### config.mk
export PLATFORM = sky130hd
export DESIGN_NAME = rotary_encoder_click_fsm_top
export DESIGN_NICKNAME = d
export VERILOG_FILES = /design/src/sv/recf_pkg.sv /design/src/sv/rotary_encoder_click_fsm_top.sv
export SDC_FILE = /design/constraint.sdc
export NUM_CORES = 1
export LEC_CHECK = 0
export BUFFER_PORTS_ARGS = -buffer_cell sky130_fd_sc_hd__buf_2
export CAP_MARGIN = 10
export CORE_MARGIN = 2
export CORE_UTILIZATION = 60
export CTS_CLUSTER_DIAMETER = 200
export CTS_CLUSTER_SIZE = 12
export DETAILED_ROUTE_END_ITERATION = 16
export PLACE_DENSITY = 0.92
export SYNTH_ARGS = -nofsm -noshare
export SYNTH_HDL_FRONTEND = slang
export SYNTH_SLANG_ARGS = --single-unit
export TNS_END_PERCENT = 5
### constraint.sdc
create_clock -name aclk -period 4.3 [get_ports aclk]
set_clock_uncertainty 0.15 [all_clocks]
set_input_delay 1.075 -clock aclk [delete_from_list [all_inputs] [get_ports aclk]]
set_output_delay 1.075 -clock aclk [all_outputs]
set_load 0.005 [all_outputs]
### src/sv/recf_pkg.sv
// ----------------------------------------------------------------------------
// recf_pkg
// Shared widths, state and event codes, register indexes and reset values
// for the rotary encoder click decoder.
// ----------------------------------------------------------------------------
package recf_pkg;

    localparam int THR_W   = 16;
    localparam int STATE_W = 4;
    localparam int EV_W    = 3;
    localparam int IDX_W   = 1;
    localparam int S_DATA_W = 8;
    localparam int M_DATA_W = 8;

    // decoder states
    localparam logic [STATE_W-1:0] ST_IDLE        = 4'd0;
    localparam logic [STATE_W-1:0] ST_START_RIGHT = 4'd1;
    localparam logic [STATE_W-1:0] ST_START_LEFT  = 4'd2;
    localparam logic [STATE_W-1:0] ST_ROT_RIGHT   = 4'd3;
    localparam logic [STATE_W-1:0] ST_ROT_LEFT    = 4'd4;
    localparam logic [STATE_W-1:0] ST_HELD        = 4'd5;
    localparam logic [STATE_W-1:0] ST_SIMPLE      = 4'd6;
    localparam logic [STATE_W-1:0] ST_LONG        = 4'd7;
    localparam logic [STATE_W-1:0] ST_VERY_LONG   = 4'd8;

    // events, one per tick
    localparam logic [EV_W-1:0] EV_NONE        = 3'd0;
    localparam logic [EV_W-1:0] EV_FALL_LEFT   = 3'd1;
    localparam logic [EV_W-1:0] EV_RISE_LEFT   = 3'd2;
    localparam logic [EV_W-1:0] EV_FALL_RIGHT  = 3'd3;
    localparam logic [EV_W-1:0] EV_RISE_RIGHT  = 3'd4;
    localparam logic [EV_W-1:0] EV_FALL_BUTTON = 3'd5;
    localparam logic [EV_W-1:0] EV_RISE_BUTTON = 3'd6;

    // configuration register indexes
    localparam logic [IDX_W-1:0] REG_LONG_THR  = 1'b0;
    localparam logic [IDX_W-1:0] REG_VLONG_THR = 1'b1;

    localparam logic [THR_W-1:0] LONG_THR_RST  = 16'd30;
    localparam logic [THR_W-1:0] VLONG_THR_RST = 16'd90;

    function automatic logic is_gesture(input logic [STATE_W-1:0] st);
        return (st == ST_ROT_RIGHT) || (st == ST_ROT_LEFT) || (st == ST_SIMPLE) ||
               (st == ST_LONG) || (st == ST_VERY_LONG);
    endfunction

endpackage

### src/sv/rotary_encoder_click_fsm_top.sv
// ----------------------------------------------------------------------------
// rotary_encoder_click_fsm_top
// Quadrature and push-button click decoder for an active-low rotary encoder.
// ----------------------------------------------------------------------------
// Usage:
//   s_ channel: one request per sampling tick carrying the A, B and button
//   pin levels. m_ channel: one request per accepted sample carrying the
//   decoder state after that sample and a flag marking a reported gesture
//   (rotation right/left, simple, long or very long click).
//   cfg_ port: writes the long and very long hold thresholds; taken in the
//   cycle cfg_we is high, no read-back.
// Timing and throughput: a result appears in the cycle after its sample is
//   accepted. One sample is accepted every cycle unless stalled; the single
//   output register decouples the sides, so s_tready stays high while the
//   held result is taken in the same cycle.
// Reset (aresetn low, synchronous): previous levels go high, state to idle,
//   hold counter to zero, thresholds to 30 and 90, output register empty.
// Stall: while m_tready is low and a result is held, s_tready drops and the
//   decoder state does not advance; nothing is lost or repeated.
// ----------------------------------------------------------------------------
module rotary_encoder_click_fsm_top (
    input  logic                          aclk,
    input  logic                          aresetn,
    // s_tdata: [0] level_a, [1] level_b, [2] level_button, rest zero
    input  logic                          s_tvalid,
    output logic                          s_tready,
    input  logic [recf_pkg::S_DATA_W-1:0] s_tdata,
    // m_tdata: [3:0] fsm_state, [4] gesture_done, rest zero
    output logic                          m_tvalid,
    input  logic                          m_tready,
    output logic [recf_pkg::M_DATA_W-1:0] m_tdata,
    input  logic                          cfg_we,
    input  logic [recf_pkg::IDX_W-1:0]    cfg_index,
    input  logic [recf_pkg::THR_W-1:0]    cfg_wdata
);
    import recf_pkg::*;

    logic [THR_W-1:0]   long_thr_reg, vlong_thr_reg;
    logic [2:0]         prev_reg;
    logic [STATE_W-1:0] state_reg, state_next;
    logic [THR_W-1:0]   hold_reg, hold_next, hold_inc;
    logic               m_valid_reg;
    logic [STATE_W-1:0] out_state_reg;
    logic               out_done_reg;

    logic               accept;
    logic               lvl_a, lvl_b, lvl_btn;
    logic [EV_W-1:0]    ev;

    assign lvl_a   = s_tdata[0];
    assign lvl_b   = s_tdata[1];
    assign lvl_btn = s_tdata[2];

    assign s_tready = !m_valid_reg || m_tready;
    assign accept   = s_tvalid && s_tready;

    // priority: right over left over button
    always_comb begin
        if (lvl_b != prev_reg[1]) begin
            ev = lvl_b ? EV_RISE_RIGHT : EV_FALL_RIGHT;
        end else if (lvl_a != prev_reg[0]) begin
            ev = lvl_a ? EV_RISE_LEFT : EV_FALL_LEFT;
        end else if (lvl_btn != prev_reg[2]) begin
            ev = lvl_btn ? EV_RISE_BUTTON : EV_FALL_BUTTON;
        end else begin
            ev = EV_NONE;
        end
    end

    assign hold_inc = (hold_reg == {THR_W{1'b1}}) ? hold_reg : hold_reg + 1'b1;

    always_comb begin
        state_next = state_reg;
        hold_next  = hold_reg;
        unique case (state_reg)
            ST_IDLE: begin
                if (ev == EV_FALL_RIGHT) begin
                    state_next = ST_START_RIGHT;
                end else if (ev == EV_FALL_LEFT) begin
                    state_next = ST_START_LEFT;
                end else if (ev == EV_FALL_BUTTON) begin
                    state_next = ST_HELD;
                end
            end
            ST_START_RIGHT: begin
                if (ev == EV_FALL_LEFT) begin
                    state_next = ST_ROT_RIGHT;
                end else if (ev == EV_RISE_RIGHT) begin
                    state_next = ST_IDLE;
                end
            end
            ST_START_LEFT: begin
                if (ev == EV_FALL_RIGHT) begin
                    state_next = ST_ROT_LEFT;
                end else if (ev == EV_RISE_LEFT) begin
                    state_next = ST_IDLE;
                end
            end
            ST_HELD: begin
                // count includes this tick before the threshold compare
                hold_next = hold_inc;
                if (ev == EV_RISE_BUTTON) begin
                    if (hold_inc > vlong_thr_reg) begin
                        state_next = ST_VERY_LONG;
                    end else if (hold_inc > long_thr_reg) begin
                        state_next = ST_LONG;
                    end else begin
                        state_next = ST_SIMPLE;
                    end
                    hold_next = '0;
                end
            end
            default: begin
                state_next = ST_IDLE;
            end
        endcase
    end

    always_ff @(posedge aclk) begin
        if (!aresetn) begin
            long_thr_reg  <= LONG_THR_RST;
            vlong_thr_reg <= VLONG_THR_RST;
        end else if (cfg_we) begin
            unique case (cfg_index)
                REG_LONG_THR:  long_thr_reg  <= cfg_wdata;
                REG_VLONG_THR: vlong_thr_reg <= cfg_wdata;
                default: ;
            endcase
        end
    end

    always_ff @(posedge aclk) begin
        if (!aresetn) begin
            prev_reg    <= 3'b111;
            state_reg   <= ST_IDLE;
            hold_reg    <= '0;
            m_valid_reg <= 1'b0;
        end else begin
            if (accept) begin
                prev_reg  <= {lvl_btn, lvl_b, lvl_a};
                state_reg <= state_next;
                hold_reg  <= hold_next;
            end
            if (accept) begin
                m_valid_reg <= 1'b1;
            end else if (m_tready) begin
                m_valid_reg <= 1'b0;
            end
        end
    end

    always_ff @(posedge aclk) begin
        if (accept) begin
            out_state_reg <= state_next;
            out_done_reg  <= is_gesture(state_next);
        end
    end

    assign m_tvalid = m_valid_reg;
    assign m_tdata  = {{(M_DATA_W-STATE_W-1){1'b0}}, out_done_reg, out_state_reg};

    // ------------------------------------------------------------------------
    // assertions
    // ------------------------------------------------------------------------
    a_hold_only_when_held: assert property (@(posedge aclk) disable iff (!aresetn)
        (hold_reg != '0) |-> (state_reg == ST_HELD))
        else $error("hold counter running outside held state");

    a_gesture_one_tick: assert property (@(posedge aclk) disable iff (!aresetn)
        (accept && is_gesture(state_reg)) |=> (state_reg == ST_IDLE))
        else $error("reported gesture did not return to idle");

    a_out_tracks_state: assert property (@(posedge aclk) disable iff (!aresetn)
        m_valid_reg |-> (out_state_reg == state_reg))
        else $error("held result differs from decoder state");

    a_done_flag: assert property (@(posedge aclk) disable iff (!aresetn)
        m_valid_reg |-> (out_done_reg == is_gesture(out_state_reg)))
        else $error("gesture flag inconsistent with state code");

    a_drain: assert property (@(posedge aclk) disable iff (!aresetn)
        (m_valid_reg && m_tready && !s_tvalid) |=> !m_valid_reg)
        else $error("result repeated after being taken");

endmodule

==> parameters.txt <==
Parameter                              Value

Run
  Max Cap Violations ... 0

Cells and area
  Final-layout fill cell count ... ~500
  Area growth from synthesis to layout ... 8.35%
  Proportion of layout cells with a drive suffix above 1 ... a little over an eighth
  Post-route core utilization ... between 60% and 70%
  N_diodes ... 0
  Total Nets Final ... around 580

Clocking
  Post-CTS Repair Setup Buffers ... 0
  CTS tree ... done
  Number of levels in the clock H-tree ... 3
  Clock slew at the register clock pins of the worst setup and hold paths ... approximately 70 ps
  Clock latency on the worst-skew pair ... between 300 and 400 ps
  Number of hold-repair buffers added at the cts stage ... 0
  Buffer depth of the longest clock path ... 2
  TritonCTS buffer count ... 9
  Count of cells resized by post-cts repair ... 0
  Num Clock Sinks ... 61
  Clock root buffer master ... sky130_fd_sc_hd__clkbuf_8

Die
  Width of the die ... 85.8 µm
  Die outline area ... 7360 µm²
  Number of rows created at floorplan ... 29
  Area of the core region ... roughly 6400 µm²
  Effective utilization at floorplan ... around 63%
  Floorplan die height ... 85.8 µm
  I/O pin cnt ... 40

Drt
  Via count ... between 3,000 and 4,000
  Detailed-route DRC error count ... 3
  Total Routed Length ... 9200 µm
  Total length of routed met3 wires ... 543 µm
  First DRT Iteration DRCs ... about 340
  Length of routed met2 wiring ... approximately 4500 µm
  Top layer in use ... met4
  Wire per inst ... roughly 15 µm
  Number of nets with antenna violations after routing ... 0
  Vias per cell ... around 6.1
  Met1 layer wirelength in the final routing ... about 3900 µm
  Count of TritonRoute iterations in the first routing pass ... 11

Placed design
  Number of port buffers ... 31
  DP Wirelength ... roughly 6600 µm
  Weighted congestion reported at the end of routability-driven placement ... slightly above 0.9
  Setup Slack @ Placement ... roughly 540 ps

STA
  RSZ-0062 raised after global routing ... false
  Max-slew violations ... 0
  Setup ws final ... between 400 and 500 ps
  Max Clk Rate ... about 260 MHz
  Slew @ Worst Pin ... ~730 ps
  Setup-failing EPs final ... 0
  Remaining max-slew budget at the tightest pin ... between 50% and 60%
  Final setup TNS ... 0 ps
  Hold Vio Cnt, Final ... 0
  Final critical path time including I/O delays and setup ... roughly 3800 ps
  Final critical-path share of the clock period ... approximately nine tenths

Hold path
  Beginning of the worst hold path ... vlong_thr_reg[9]
  Min-delay worst type ... register to register

Power and ir drop
  Highest ir drop seen on vdd ... about 190 µV
  Flop pwr share ... between 40% and 50%
  Clock network fraction of design power ... about 37%
  Cell-internal power ... 0.905 mW
  Net switching fraction of the power ... ~28%
  Static leakage ... around 1.9 nW
  Total power ... approximately 1.3 mW
  Pwr dens ... just under 300 nW/µm²
  Power spent charging and discharging nets ... 0.352 mW
  Part of the total power dissipated in combinational logic ... around 14%

Synth
  Most common cell in the synthesized netlist ... sky130_fd_sc_hd__nand2_1
  Number of register bits inferred by synthesis ... slightly above 60
  Top cells by count, synth ... sky130_fd_sc_hd__nand2_1 (91), sky130_fd_sc_hd__dfxtp_1 (56), sky130_fd_sc_hd__inv_1 (39)
  Sequential-to-total area share from yosys stat ... 31.7%
  Synth area leader ... sky130_fd_sc_hd__dfxtp_1
  Instance count of the mapped netlist ... slightly below 500
  Commonest register cell after synthesis ... sky130_fd_sc_hd__dfxtp_1
  Synth top area share ... between 20% and 30%
  Cell variety after synth ... a little over 70
  Syn Area/Cell ... 8.20 µm²
  Number of enable-type register cells in the synthesized netlist ... 5
  Warnings, synthesis ... 0
  Synth top area cells ... sky130_fd_sc_hd__dfxtp_1 (28%), sky130_fd_sc_hd__ha_1 (11%), sky130_fd_sc_hd__nand2_1 (8.5%)
  Share of flip-flops with an asynchronous set or reset ... 0%
  Post-Syn Area ... between 4000 and 5000 µm²

Global routing
  Wire length of the first global-routing pass ... ~16,000 µm
  Initial antenna violation count ... 0
  Largest net degree at the start of global routing ... 41
  Via count of the first global-routing pass ... approximately 3,500
  GR Util All Layers ... roughly a quarter
  Leftover overflow at the end of global routing ... 0

Critical path
  Highest fanout seen on the critical path ... 7
  Critical path class ... register to register
  Beginning of the worst register-to-register path ... hold_reg[0]
  Required time at the worst-slack endpoint ... between 4000 and 5000 ps
  Worst Setup Start Kind ... register
  First element of the critical path ... hold_reg[0]
  Crit path DAT ... 3730 ps
  Crit. End Element ... register

Outcome
  Failing checks ... design-rule violations
  Outcome ... finished, violations left
power groups by stage:
stage | clock network, mW | logic, mW | registers (mW)
final | 0.458 | 0.182 | 0.617
after global routing | 0.489 | 0.202 | 0.619
after CTS | 0.462 | 0.179 | 0.617
after detailed placement | 0 | 0.176 | 0.629
after global placement | 0 | 0.166 | 0.627
after floorplan | 0 | 0.134 | 0.623
kinds of logic (layout without fill, tap and decap cells):
kind of cell             Yosys count  after routing  synth area share, %
AO/OA/AOI/OAI                    123            123                 22.7
XOR/XNOR                          14             14                 3.05
adder cells (fa/ha/maj)           37             37                 11.4
buffers and inverters             65             90                 6.70
flip-flops                        61             61                 31.7
multiplexers                       1              1                0.374
other                              1              3               0.0934
AND/OR/NAND/NOR                  188            188                 24.0
per-stage QoR:
step                cells  hold WS, ps  cell area, µm²
detailed placement    579          306            4180
global route          594          336            4350
finish                594          313            4350
CTS                   594          315            4350
floorplan             492          293            4020
global placement      579          303            4180
final cells by class:
class                           instances  area [µm²]  share of cell area, %
Sequential cell                        61        1270                   29.2
Clock inverter                          2        10.0                  0.230
Timing Repair Buffer                   34         178                   4.08
Multi-Input combinational cell        366        2480                   57.1
Tap cell                               77        96.3                   2.21
Inverter                               41         154                   3.54
Clock buffer                           13         159                   3.65
path summary, 6_finish.rpt:
kind,end,slack [ps],cells after the start
worst max-delay path,out_state_reg[3],490,12
worst min register to register,vlong_thr_reg[9],310,2
worst max register to register,out_state_reg[3],490,12
worst min-delay path,vlong_thr_reg[9],310,2
metal layers:
metal	global-route usage [%]	vias to the layer above
met5	0	-
met4	12.4	0
li1	-	1770
met2	42.8	135
met3	5.68	22
met1	33.0	1697
placed cells by master, fill, tap and decap left out, types with 7 or more instances in the layout:
cell	netlist	final
sky130_fd_sc_hd__dfxtp_1	56	56
sky130_fd_sc_hd__nor2_1	12	12
sky130_fd_sc_hd__inv_1	39	39
sky130_fd_sc_hd__a21boi_0	25	25
sky130_fd_sc_hd__nand3_1	16	16
sky130_fd_sc_hd__nor3_1	9	9
sky130_fd_sc_hd__a21oi_1	20	20
sky130_fd_sc_hd__o21ai_0	12	12
sky130_fd_sc_hd__o211ai_1	12	12
sky130_fd_sc_hd__nand4_1	12	12
sky130_fd_sc_hd__o21ai_1	7	7
sky130_fd_sc_hd__xnor2_1	9	9
sky130_fd_sc_hd__clkbuf_8	0	11
sky130_fd_sc_hd__nand2_1	91	91
sky130_fd_sc_hd__buf_2	2	31
sky130_fd_sc_hd__nor2b_1	10	10
sky130_fd_sc_hd__ha_1	35	35
worst max-delay path, cell delays in order (launching register included):
cell,delay (ps)
sky130_fd_sc_hd__dfxtp_1,460
sky130_fd_sc_hd__ha_1,270
sky130_fd_sc_hd__nand3_1,240
sky130_fd_sc_hd__nor3_2,430
sky130_fd_sc_hd__nor3_1,150
sky130_fd_sc_hd__xor2_1,260
sky130_fd_sc_hd__ha_1,310
sky130_fd_sc_hd__nand2_1,220
sky130_fd_sc_hd__nor3_1,100
sky130_fd_sc_hd__a2111oi_2,370
sky130_fd_sc_hd__nor3b_4,340
sky130_fd_sc_hd__or2_1,180
sky130_fd_sc_hd__nor3_1,60
(Power assumes the default switching activity.)
